===== src/hw/rtl/assert_macros.svh =====
// ----------------------------------------------------------------------------
// Assertion macros
// Concurrent assertion helpers used by the min priority queue RTL.
// ----------------------------------------------------------------------------
`ifndef ASSERT_MACROS_SVH
`define ASSERT_MACROS_SVH
`ifndef SYNTHESIS
`define ASSERT_ALWAYS(label, clk, rst_n, cond, msg) \
    label: assert property (@(posedge clk) disable iff (!rst_n) (cond)) else $error(msg);
`define ASSERT_IMPLY(label, clk, rst_n, ante, cons, msg) \
    label: assert property (@(posedge clk) disable iff (!rst_n) (ante) |-> (cons)) \
        else $error(msg);
`else
`define ASSERT_ALWAYS(label, clk, rst_n, cond, msg)
`define ASSERT_IMPLY(label, clk, rst_n, ante, cons, msg)
`endif
`endif


===== src/hw/rtl/mpq_pkg.sv =====
// ----------------------------------------------------------------------------
// Min priority queue package
// Widths and constants used by the queue and to size its key memory.
// ----------------------------------------------------------------------------
package mpq_pkg;
    localparam int KEY_W   = 32;
    localparam int COUNT_W = 7;

    localparam logic signed [KEY_W-1:0] INT_MAX = 32'sh7FFF_FFFF;

    typedef logic signed [KEY_W-1:0] t_key;

    typedef enum logic {
        CMD_INSERT = 1'b0,
        CMD_DELETE = 1'b1
    } t_cmd;
endpackage


===== src/hw/rtl/mpq_ram.sv =====
// ----------------------------------------------------------------------------
// Generic RAM
// One write port and one read port with registered read data.
// ----------------------------------------------------------------------------
module mpq_ram #(
    parameter int WIDTH = 32,
    parameter int DEPTH = 64
) (
    input  logic                     i_clk,
    input  logic                     i_we,
    input  logic [$clog2(DEPTH)-1:0] i_waddr,
    input  logic [WIDTH-1:0]         i_wdata,
    input  logic [$clog2(DEPTH)-1:0] i_raddr,
    output logic [WIDTH-1:0]         o_rdata
);
    logic [WIDTH-1:0] r_mem [DEPTH];
    logic [WIDTH-1:0] r_rdata;

    always_ff @(posedge i_clk) begin
        if (i_we) begin
            r_mem[i_waddr] <= i_wdata;
        end
        r_rdata <= r_mem[i_raddr];
    end

    assign o_rdata = r_rdata;
endmodule


===== src/hw/rtl/min_priority_queue.sv =====
// ----------------------------------------------------------------------------
// Min priority queue
// Bounded min-priority queue of signed keys held as a binary heap in RAM.
// ----------------------------------------------------------------------------
// The keys live in a binary heap in one RAM with a single read and a single
// write port. An insert sifts the new key up, reading the parent and then
// comparing and writing at each tree level; a delete moves the last key to
// the root and sifts it down, reading the left child, then the right child,
// then comparing and writing at each level. A result is held until i_ready
// takes it, and the queue takes one item at a time. Every item gives one
// result with the minimum after the operation (2147483647 when empty), the
// count and the flags.
`include "assert_macros.svh"

module min_priority_queue #(
    parameter int CAPACITY = 64
) (
    input  logic                        i_clk,
    input  logic                        i_rst_n,
    input  logic                        i_valid,
    output logic                        o_ready,
    input  logic                        i_cmd,
    input  logic signed [31:0]          i_key,
    output logic                        o_valid,
    input  logic                        i_ready,
    output logic signed [31:0]          o_min_key,
    output logic [6:0]                  o_count,
    output logic                        o_empty_res,
    output logic                        o_full_res,
    output logic                        o_rejected
);
    import mpq_pkg::*;

    localparam int AW = $clog2(CAPACITY);
    localparam int CW = $clog2(CAPACITY + 1);
    localparam int PW = CW + 1;
    localparam logic [CW-1:0] CAP = CW'(CAPACITY);

    typedef enum logic [2:0] {
        S_IDLE, S_INS_CHK, S_INS_CMP, S_DEL_LAST, S_DEL_CHK, S_DEL_L, S_DEL_R, S_DONE
    } t_state;

    t_state        r_state, n_state;
    logic [CW-1:0] r_count, n_count;
    logic [CW-1:0] r_pos, n_pos;
    logic [CW-1:0] r_par, n_par;
    logic [CW-1:0] r_cpos, n_cpos;
    t_key          r_key, n_key;
    t_key          r_lv, n_lv;
    t_key          r_cv, n_cv;
    t_key          r_root, n_root;
    logic          r_rej, n_rej;
    logic          r_o_valid, n_o_valid;
    t_key          r_o_min, n_o_min;
    logic [CW-1:0] r_o_count, n_o_count;
    logic          r_o_rej, n_o_rej;

    logic          w_we;
    logic [AW-1:0] w_waddr, w_raddr;
    t_key          w_wdata;
    logic [KEY_W-1:0] w_rdata;
    t_key          w_rd;
    logic [PW-1:0] w_left;

    mpq_ram #(.WIDTH(KEY_W), .DEPTH(CAPACITY)) u_ram (
        .i_clk  (i_clk),
        .i_we   (w_we),
        .i_waddr(w_waddr),
        .i_wdata(w_wdata),
        .i_raddr(w_raddr),
        .o_rdata(w_rdata)
    );

    assign w_rd   = $signed(w_rdata);
    assign w_left = {r_pos, 1'b1};
    assign o_ready = (r_state == S_IDLE);

    always_comb begin
        n_state   = r_state;
        n_count   = r_count;
        n_pos     = r_pos;
        n_par     = r_par;
        n_cpos    = r_cpos;
        n_key     = r_key;
        n_lv      = r_lv;
        n_cv      = r_cv;
        n_root    = r_root;
        n_rej     = r_rej;
        n_o_valid = r_o_valid;
        n_o_min   = r_o_min;
        n_o_count = r_o_count;
        n_o_rej   = r_o_rej;
        w_we      = 1'b0;
        w_waddr   = AW'(r_pos);
        w_wdata   = r_key;
        w_raddr   = '0;

        if (r_o_valid && i_ready) begin
            n_o_valid = 1'b0;
        end

        unique case (r_state)
            S_IDLE: begin
                if (i_valid) begin
                    n_key = i_key;
                    n_rej = 1'b0;
                    if (t_cmd'(i_cmd) == CMD_INSERT) begin
                        if (r_count == CAP) begin
                            n_rej   = 1'b1;
                            n_state = S_DONE;
                        end else begin
                            n_pos   = r_count;
                            n_count = r_count + 1'b1;
                            n_state = S_INS_CHK;
                        end
                    end else begin
                        if (r_count == '0) begin
                            n_rej   = 1'b1;
                            n_state = S_DONE;
                        end else begin
                            n_count = r_count - 1'b1;
                            w_raddr = AW'(r_count - 1'b1);
                            n_state = (r_count == CW'(1)) ? S_DONE : S_DEL_LAST;
                        end
                    end
                end
            end
            S_INS_CHK: begin
                if (r_pos == '0) begin
                    w_we    = 1'b1;
                    n_root  = r_key;
                    n_state = S_DONE;
                end else begin
                    n_par   = (r_pos - 1'b1) >> 1;
                    w_raddr = AW'((r_pos - 1'b1) >> 1);
                    n_state = S_INS_CMP;
                end
            end
            S_INS_CMP: begin
                w_we = 1'b1;
                if (r_key < w_rd) begin
                    w_wdata = w_rd;
                    if (r_pos == '0) begin
                        n_root = w_rd;
                    end
                    n_pos   = r_par;
                    n_state = S_INS_CHK;
                end else begin
                    if (r_pos == '0) begin
                        n_root = r_key;
                    end
                    n_state = S_DONE;
                end
            end
            S_DEL_LAST: begin
                n_key   = w_rd;
                n_pos   = '0;
                n_state = S_DEL_CHK;
            end
            S_DEL_CHK: begin
                if (w_left >= PW'(r_count)) begin
                    w_we = 1'b1;
                    if (r_pos == '0) begin
                        n_root = r_key;
                    end
                    n_state = S_DONE;
                end else begin
                    w_raddr = AW'(w_left);
                    n_state = S_DEL_L;
                end
            end
            S_DEL_L: begin
                n_lv = w_rd;
                if (w_left + 1'b1 < PW'(r_count)) begin
                    w_raddr = AW'(w_left + 1'b1);
                    n_state = S_DEL_R;
                end else begin
                    n_cv    = w_rd;
                    n_cpos  = CW'(w_left);
                    n_state = S_DEL_R;
                end
            end
            S_DEL_R: begin
                if (w_left + 1'b1 < PW'(r_count) && w_rd < r_lv) begin
                    n_cv   = w_rd;
                    n_cpos = CW'(w_left + 1'b1);
                end else if (w_left + 1'b1 < PW'(r_count)) begin
                    n_cv   = r_lv;
                    n_cpos = CW'(w_left);
                end
                n_state = S_DEL_CHK;
                w_we    = 1'b1;
                if (n_cv < r_key) begin
                    w_wdata = n_cv;
                    if (r_pos == '0) begin
                        n_root = n_cv;
                    end
                    n_pos = n_cpos;
                end else begin
                    if (r_pos == '0) begin
                        n_root = r_key;
                    end
                    n_state = S_DONE;
                end
            end
            S_DONE: begin
                if (!r_o_valid || i_ready) begin
                    n_o_valid = 1'b1;
                    n_o_min   = (r_count == '0) ? INT_MAX : r_root;
                    n_o_count = r_count;
                    n_o_rej   = r_rej;
                    n_state   = S_IDLE;
                end
            end
            default: n_state = S_IDLE;
        endcase
    end

    always_ff @(posedge i_clk) begin
        if (!i_rst_n) begin
            r_state   <= S_IDLE;
            r_count   <= '0;
            r_o_valid <= 1'b0;
        end else begin
            r_state   <= n_state;
            r_count   <= n_count;
            r_o_valid <= n_o_valid;
        end
        r_pos     <= n_pos;
        r_par     <= n_par;
        r_cpos    <= n_cpos;
        r_key     <= n_key;
        r_lv      <= n_lv;
        r_cv      <= n_cv;
        r_root    <= n_root;
        r_rej     <= n_rej;
        r_o_min   <= n_o_min;
        r_o_count <= n_o_count;
        r_o_rej   <= n_o_rej;
    end

    assign o_valid     = r_o_valid;
    assign o_min_key   = r_o_min;
    assign o_count     = COUNT_W'(r_o_count);
    assign o_empty_res = (r_o_count == '0);
    assign o_full_res  = (r_o_count == CAP);
    assign o_rejected  = r_o_rej;

    `ASSERT_ALWAYS(a_count_bound, i_clk, i_rst_n, r_count <= CAP, "count above capacity")
    `ASSERT_IMPLY(a_count_step, i_clk, i_rst_n, r_state != S_IDLE,
        r_count == $past(r_count) || $past(r_state) == S_IDLE, "count changed mid operation")
    `ASSERT_IMPLY(a_empty_min, i_clk, i_rst_n, o_valid && o_empty_res,
        o_min_key == INT_MAX, "empty queue reports a key")
    `ASSERT_IMPLY(a_sift_write, i_clk, i_rst_n, w_we,
        r_state != S_IDLE && r_state != S_DONE, "heap write outside an operation")
endmodule

===== config.mk =====
export PLATFORM = sky130hd
export DESIGN_NAME = min_priority_queue
export DESIGN_NICKNAME = d
export VERILOG_FILES = /design/src/hw/rtl/mpq_pkg.sv /design/src/hw/rtl/mpq_ram.sv /design/src/hw/rtl/min_priority_queue.sv
export VERILOG_INCLUDE_DIRS = /design/src /design/src/hw/rtl
export SDC_FILE = /design/constraint.sdc
export NUM_CORES = 2
export LEC_CHECK = 0
export CORE_ASPECT_RATIO = 1.2
export CORE_MARGIN = 2
export CORE_UTILIZATION = 45
export CTS_CLUSTER_DIAMETER = 80
export DETAILED_ROUTE_END_ITERATION = 8
export DONT_BUFFER_PORTS = 1
export GPL_ROUTABILITY_DRIVEN = 0
export RECOVER_POWER = 50
export SYNTH_ARGS = -nofsm -noshare
export SYNTH_HDL_FRONTEND = slang
export SYNTH_SLANG_ARGS = --single-unit

===== constraint.sdc =====
create_clock -name i_clk -period 16.95 [get_ports i_clk]
set_input_delay 3.39 -clock i_clk [delete_from_list [all_inputs] [get_ports i_clk]]
set_output_delay 3.39 -clock i_clk [all_outputs]
set_load 0.03 [all_outputs]

-- Word level (Yosys, flattened, before mapping)
Memory sizes are Yosys's and may differ from the RTL's. A register that Yosys moved wholly into a read port is not among the register bits.
Cells that the tools add are included.
W data, S select, Z words.
- add/sub/neg operators: 4
- magnitude comparators: 5
- equal/unequal tests: 22
- multiplexer cells: 59
- bitwise gates (word level): 1
- reductions and logical operators: 22
- operators by type and width (cell ; count):
    $mux W32 ; 13
    $pmux W32 S2 ; 3
    $pmux W32 S4 ; 1
    $lt A32 B32 Y1 ; 3
    $mux W7 ; 11
    $mux W6 ; 6
    $pmux W7 S4 ; 1
    $mux W3 ; 8
    $pmux W3 S8 ; 1
    $pmux W6 S4 ; 1
    $logic_not A7 Y1 ; 3
    $ne A2 B2 Y1 const B ; 10
    $eq A7 B7 Y1 const B ; 2
    $pmux W7 S2 ; 1
    $sub A7 B1 Y7 const B ; 2
    $eq A3 B3 Y1 const B ; 4
    $reduce_and A2 Y1 ; 6
    $mux W1 ; 10
    $add A8 B1 Y8 const B ; 1
    $ge A8 B7 Y1 ; 1
    $lt A8 B7 Y1 ; 1
    $reduce_and A4 Y1 ; 2
    $reduce_bool A4 Y1 ; 2
    $add A7 B1 Y7 const B ; 1
    14 further kinds ; 19
- bits in registers: 200
- bits in writable memories: 2048
- input bits: 37
- logic and storage cells: 128
- memories kept: 1
- memories (memory ; depth ; width ; rd ports ; clocked after Yosys merged registers in ; write ports ; RTL line ; RTL):
    u_ram.r_mem ; 64 ; 32 ; 1 ; 1 ; 1 ; mpq_ram.sv:16 ; logic [WIDTH-1:0] r_mem [DEPTH];

-- Longest topological paths before layout
- depth in word-level cells: 8
- gate-level depth with buffers: 26
- mapped depth without buffers: 22

-- Cells and area by module
Synthesis repeated with hierarchy kept, for this count alone.
- cells, all modules: 4679
- area total of the unflattened synthesis: 91454.0 µm²
- by module, submodules not included (module ; instances ; cells an instance ; area an instance (µm²) ; seq. area each (µm²)):
    mpq_ram ; 1 ; 3324 ; 78515.3 ; 62139.6
    min_priority_queue ; 1 ; 1355 ; 12938.7 ; 5895.7

-- Worst setup path after synthesis
Ideal clock, no wire load.
- path kind: register to register
- start: register r_pos[4]
- end: memory u_ram.r_mem[0][10], data pin
- library setup time: 0.567 ns
- data arrival time: 6.756 ns
- required time: 16.383 ns
- path slack: 9.627 ns
- stages on the path, launching flop included: 25
- path buffers: 4
- period minus slack after synthesis: 7.323 ns
- cells stage by stage: edfxtp_1 > buf_2 > buf_1 > nand2_1 > or2_2 > xnor2_1 > ha_1 > nor4b_2 > nor2_1 > nor2_1 > clkbuf_1 > o211ai_1 > o21ai_0 > inv_1 > ha_1 > a21o_1 > a21o_1 > a2111oi_0 > o21ai_0 > o2111a_1 > o311a_1 > nor2_1 > nand2_1 > clkbuf_1 > o221ai_1
- longest elaborated chain between the ends: 8
- elaborated cells on any way between the ends: 9
- those cells by class: 1 x add/sub; 2 x order compare; 5 x mux; 1 x reduce/logical
- ends and longest elaborated chain (item ; RTL line ; RTL):
    start, declared ; min_priority_queue.sv:45 ; logic [CW-1:0] r_pos, n_pos;
    start signal, assigned ; min_priority_queue.sv:229 ; r_pos <= n_pos;
    $add A8 B1 Y8 (*) ; min_priority_queue.sv:184, min_priority_queue.sv:187 ;
    $lt A8 B7 Y1 (*) ; min_priority_queue.sv:184, min_priority_queue.sv:187 ;
    $mux W32 or $logic_and A1 B1 Y1 (tied branches) ; min_priority_queue.sv:187, min_priority_queue.sv:184 ;
    $mux W32 (*) ; min_priority_queue.sv:184 ; if (w_left + 1'b1 < PW'(r_count) && w_rd < r_lv) begin
    $mux W32 (*) ; min_priority_queue.sv:102 ; unique case (r_state)
    $lt A32 B32 Y1 ; min_priority_queue.sv:193 ; if (n_cv < r_key) begin
    $mux W32 (*) ; min_priority_queue.sv:193 ;
    $pmux W32 S2 (*) ; min_priority_queue.sv:102 ;
    named net u_ram.i_wdata[10] ; mpq_ram.sv:12 ; input logic [WIDTH-1:0] i_wdata,
    end, declared ; mpq_ram.sv:16 ;
The timed path passes the listed nets; every way through them passes the cells marked *. The select of a mux whose other input is x is not followed.

-- Worst setup path after layout
- start: register r_pos[2]
- end: memory u_ram.r_mem[1][14], data pin
The elaborated chain is that of the path after synthesis.

==> impl_metrics.csv <==
group,metric,value,unit
status,status,"finished, violations left",
status,failed_checks,"max-capacitance violations, max-slew violations",
route,firstDrtPassIters,6,
cts,cts.sinks,2280,
route,viasPerCell,6.08,
pwr,intPower,12.9,mW
pwr,p_per_area,198,nW/um^2
logic_synthesis,ys_warn_count,0,
route,drtAntennaViolNets,0,
timing,setup_viol,0,
timing,skew,0.0483,ns
worst_setup_path,crit_start,"r_pos[2]",
timing,whs,0.422,ns
pwr,switching_power,7.68,mW
cts,cts_resized,0,
worst_setup_path,criticalPathCategory,"flop to flop",
logic_synthesis,ys_ff_latch,2280,
job,cap_violations,74,
logic_synthesis,syn-num-nets,5316,
grt,grt_pass1_vias,48500,
cts,cts_tree,"yes",
timing,worst_slack,6.43,ns
logic_synthesis,synth-edff-count,2237,
floorplan,die-area,209000,sq um
logic_synthesis,yosys.area.top_type,"edfxtp_1",
logic_synthesis,synth.avg_cell_area,17.9,sq um
floorplan,num_io_pins,81,
worst_setup_path,reg2reg_from,"r_pos[2]",
placed_design,pre_cts_ws,8.24,ns
worst_setup_path,slowest_delay,1.95,ns
placed_design,place_area,97000,sq um
floorplan,start_util,45.2,%
grt,antenna_found_initial,19,
logic_synthesis,yosysUniqueCellTypes,82,
placed_design,dpl.hpwl,136,mm
worst_setup_path,crit_required,17.48,ns
logic_synthesis,yosys-top-cells-count,"edfxtp_1, nand2_1, mux4_2",
grt,grt_max_degree,134,
logic_synthesis,ys.flop_type,"edfxtp_1",
worst_setup_path,end_kind,"flop",
cells_and_area,nFillCells,16500,
cts,ctsHoldBuffers,0,
timing,maxSlewHeadroom,-124,%
cts,h-tree-depth,4,
route,wire_per_inst,30.4,microns
cts,clk_pin_slew_worst_paths,0.06,ns
worst_setup_path,slowest_stage,"clkbuf_1",
pwr,power_frac_seq,37.9,%
route,wl,248,mm
floorplan,num_rows,182,
cells_and_area,drive_above_1_share,20.6,%
pwr,clkPwrFrac,23.1,%
pwr,p_comb_share,39.0,%
cells_and_area,nNetsFinal,5422,
logic_synthesis,synth.top_cell.area_share,72.7,%
cells_and_area,areaGrowthSynthToFinish,12.1,%
logic_synthesis,synth.area.top_cells,"edfxtp_1, mux4_2, mux2_2",
logic_synthesis,seq_area_frac_synth,73.6,%
floorplan,die_w,418,microns
worst_setup_path,cp.arrival,11.05,ns
hold_path,min_path_type,"flop to flop",
floorplan,core,204000,sq um
route,vias,49700,
logic_synthesis,synthArstFlopShare,0,%
grt,grt_usage,23.6,%
logic_synthesis,syn_area,92400,sq um
pwr,swShare,37.4,%
cts,numCtsBuffers,217,
worst_setup_path,cp-start-kind,"flop",
worst_setup_path,cp_common_cell,"nor2_1",
grt,overflow,0,
worst_setup_path,cp_cell_sequence,"nand3_1 > or2_2 > xnor2_1 > ha_1 > nor4b_1 > nor2_1 > clkbuf_1 > nor2_1 > clkbuf_1 > o21ai_0 > inv_1 > ha_1 > a21o_1 > a21o_1 > a2111oi_0 > o31ai_1 > nor2_1 > a31oi_1 > nor2_1 > nand2_4 > o221ai_4 > buf_4",
cts,insertion_delay,0.88,ns
timing,rsz0062_at_grt,"no",
timing,final.min_clock_period,10.52,ns
cts,postCtsSetupBuffers,0,
grt,grt_pass1_wl,354,mm
cts,cts_buffer_depth,3,
worst_setup_path,cp_max_fo,64,
pwr,ir_worst_vdd,0.178,mV
placed_design,io_buffers,0,
timing,hold_viol,0,
timing,fmax,95.0,MHz
timing,min_period_over_period,62.1,%
cts,cts_root_buf,"clkbuf_16",
timing,max_slew.worst_pin.slew,3.36,ns
floorplan,fp.dieH,500,microns
logic_synthesis,synth_cells,5168,
cells_and_area,fin_area,104000,sq um
logic_synthesis,yosysMostFrequentCell,"edfxtp_1",
pwr,power.leakage,33.3,nW
hold_path,holdCritStartpoint,"r_rej",
route,drt_iter0_markers,6006,
timing,finalSetupTns,0,ns
cells_and_area,finish.utilization,50.6,%
timing,slew_violations,2334,
route,drcViolationCount,0,
## path summary, 6_finish.rpt
kind / endpoint / slack (ns) / depth (start not counted)
setup / recovery: u_ram.r_mem[1][14] / 6.43 / 22
hold / removal: o_rejected / 0.42 / 0
setup reg to reg: u_ram.r_mem[1][14] / 6.43 / 22
hold reg to reg: o_rejected / 0.42 / 0
## per-stage QoR
stage | cells | power [mW]
3_3_place_gp | 7722 | 15.9
4_1_cts | 8126 | 20.7
6_report | 8167 | 20.5
3_5_place_dp | 7723 | 16.0
5_1_grt | 8157 | 21.4
2_1_floorplan | 5168 | 12.9
## power groups by stage
stage / Combinational [mW] / Sequential [mW] / Clock [mW]
final: 8.01 / 7.78 / 4.74
after global routing: 8.54 / 7.80 / 5.03
after CTS: 8.10 / 7.76 / 4.82
after detailed placement: 8.08 / 7.88 / 0
after global placement: 7.99 / 7.87 / 0
after floorplan: 5.11 / 7.82 / 0
## layout make-up
cell class	instances	area [sq um]	area share [%]
antenna	41	103	0.0991
clock buffer	298	5920	5.71
clock inverter	105	1020	0.989
inverter	145	544	0.526
multi-input combinational	2447	23400	22.6
sequential	2280	68000	65.7
tap	2668	3340	3.22
timing repair buffer	183	1160	1.12
## registers in the layout, indices dropped and copies added (netlist names), 32 cells and up
register,count
r_cv,32
r_key,32
r_root,32
u_ram.o_rdata,32
u_ram.r_mem,2048
o_min_key,32
r_lv,32
## placed cells by master, fill, tap and decap left out, types with 43 or more instances in the layout
master	Yosys	routed
a21oi_1	76	73
a311oi_1	66	66
and3_1	63	63
buf_4	51	102
clkbuf_1	139	140
clkbuf_16	0	219
clkinv_2	0	44
dfxtp_1	43	43
edfxtp_1	2237	2237
ha_1	111	111
inv_1	142	144
mux2_2	181	181
mux4_2	405	405
nand2_1	528	524
nand3_1	44	43
nor2_1	235	185
nor2_4	0	51
o21ai_0	129	128
o22ai_1	65	65
## worst max-delay path: cells and delay by family, from the launching register on
kind	cells	cell delay (ns)
xor gates and xnor gates	1	0.14
AOI/OAI and AO/OA	7	2.22
adders and majority gates	2	0.49
and+or+nand+nor	8	3.18
DFF	1	0.81
buffers and inverters	4	3.14
## per-layer routing
metal	wire [microns]	vias up	GRT usage, %	part of all wire (%)
met5	0	-	0	0
li1	-	21000	-	-
met4	6590	0	7.25	2.7
met1	102000	26300	32.9	41
met3	17900	322	3.33	7.2
met2	121000	2103	38.7	49
## cell families after synthesis
family | synth area share (%)
mux | 12.6
flops | 73.6
compound gates | 4.89
buf+inv | 2.22
xor+xnor | 0.218
simple gates | 4.96
fa+ha+maj | 1.50
Power figures use the tool's default switching activity.
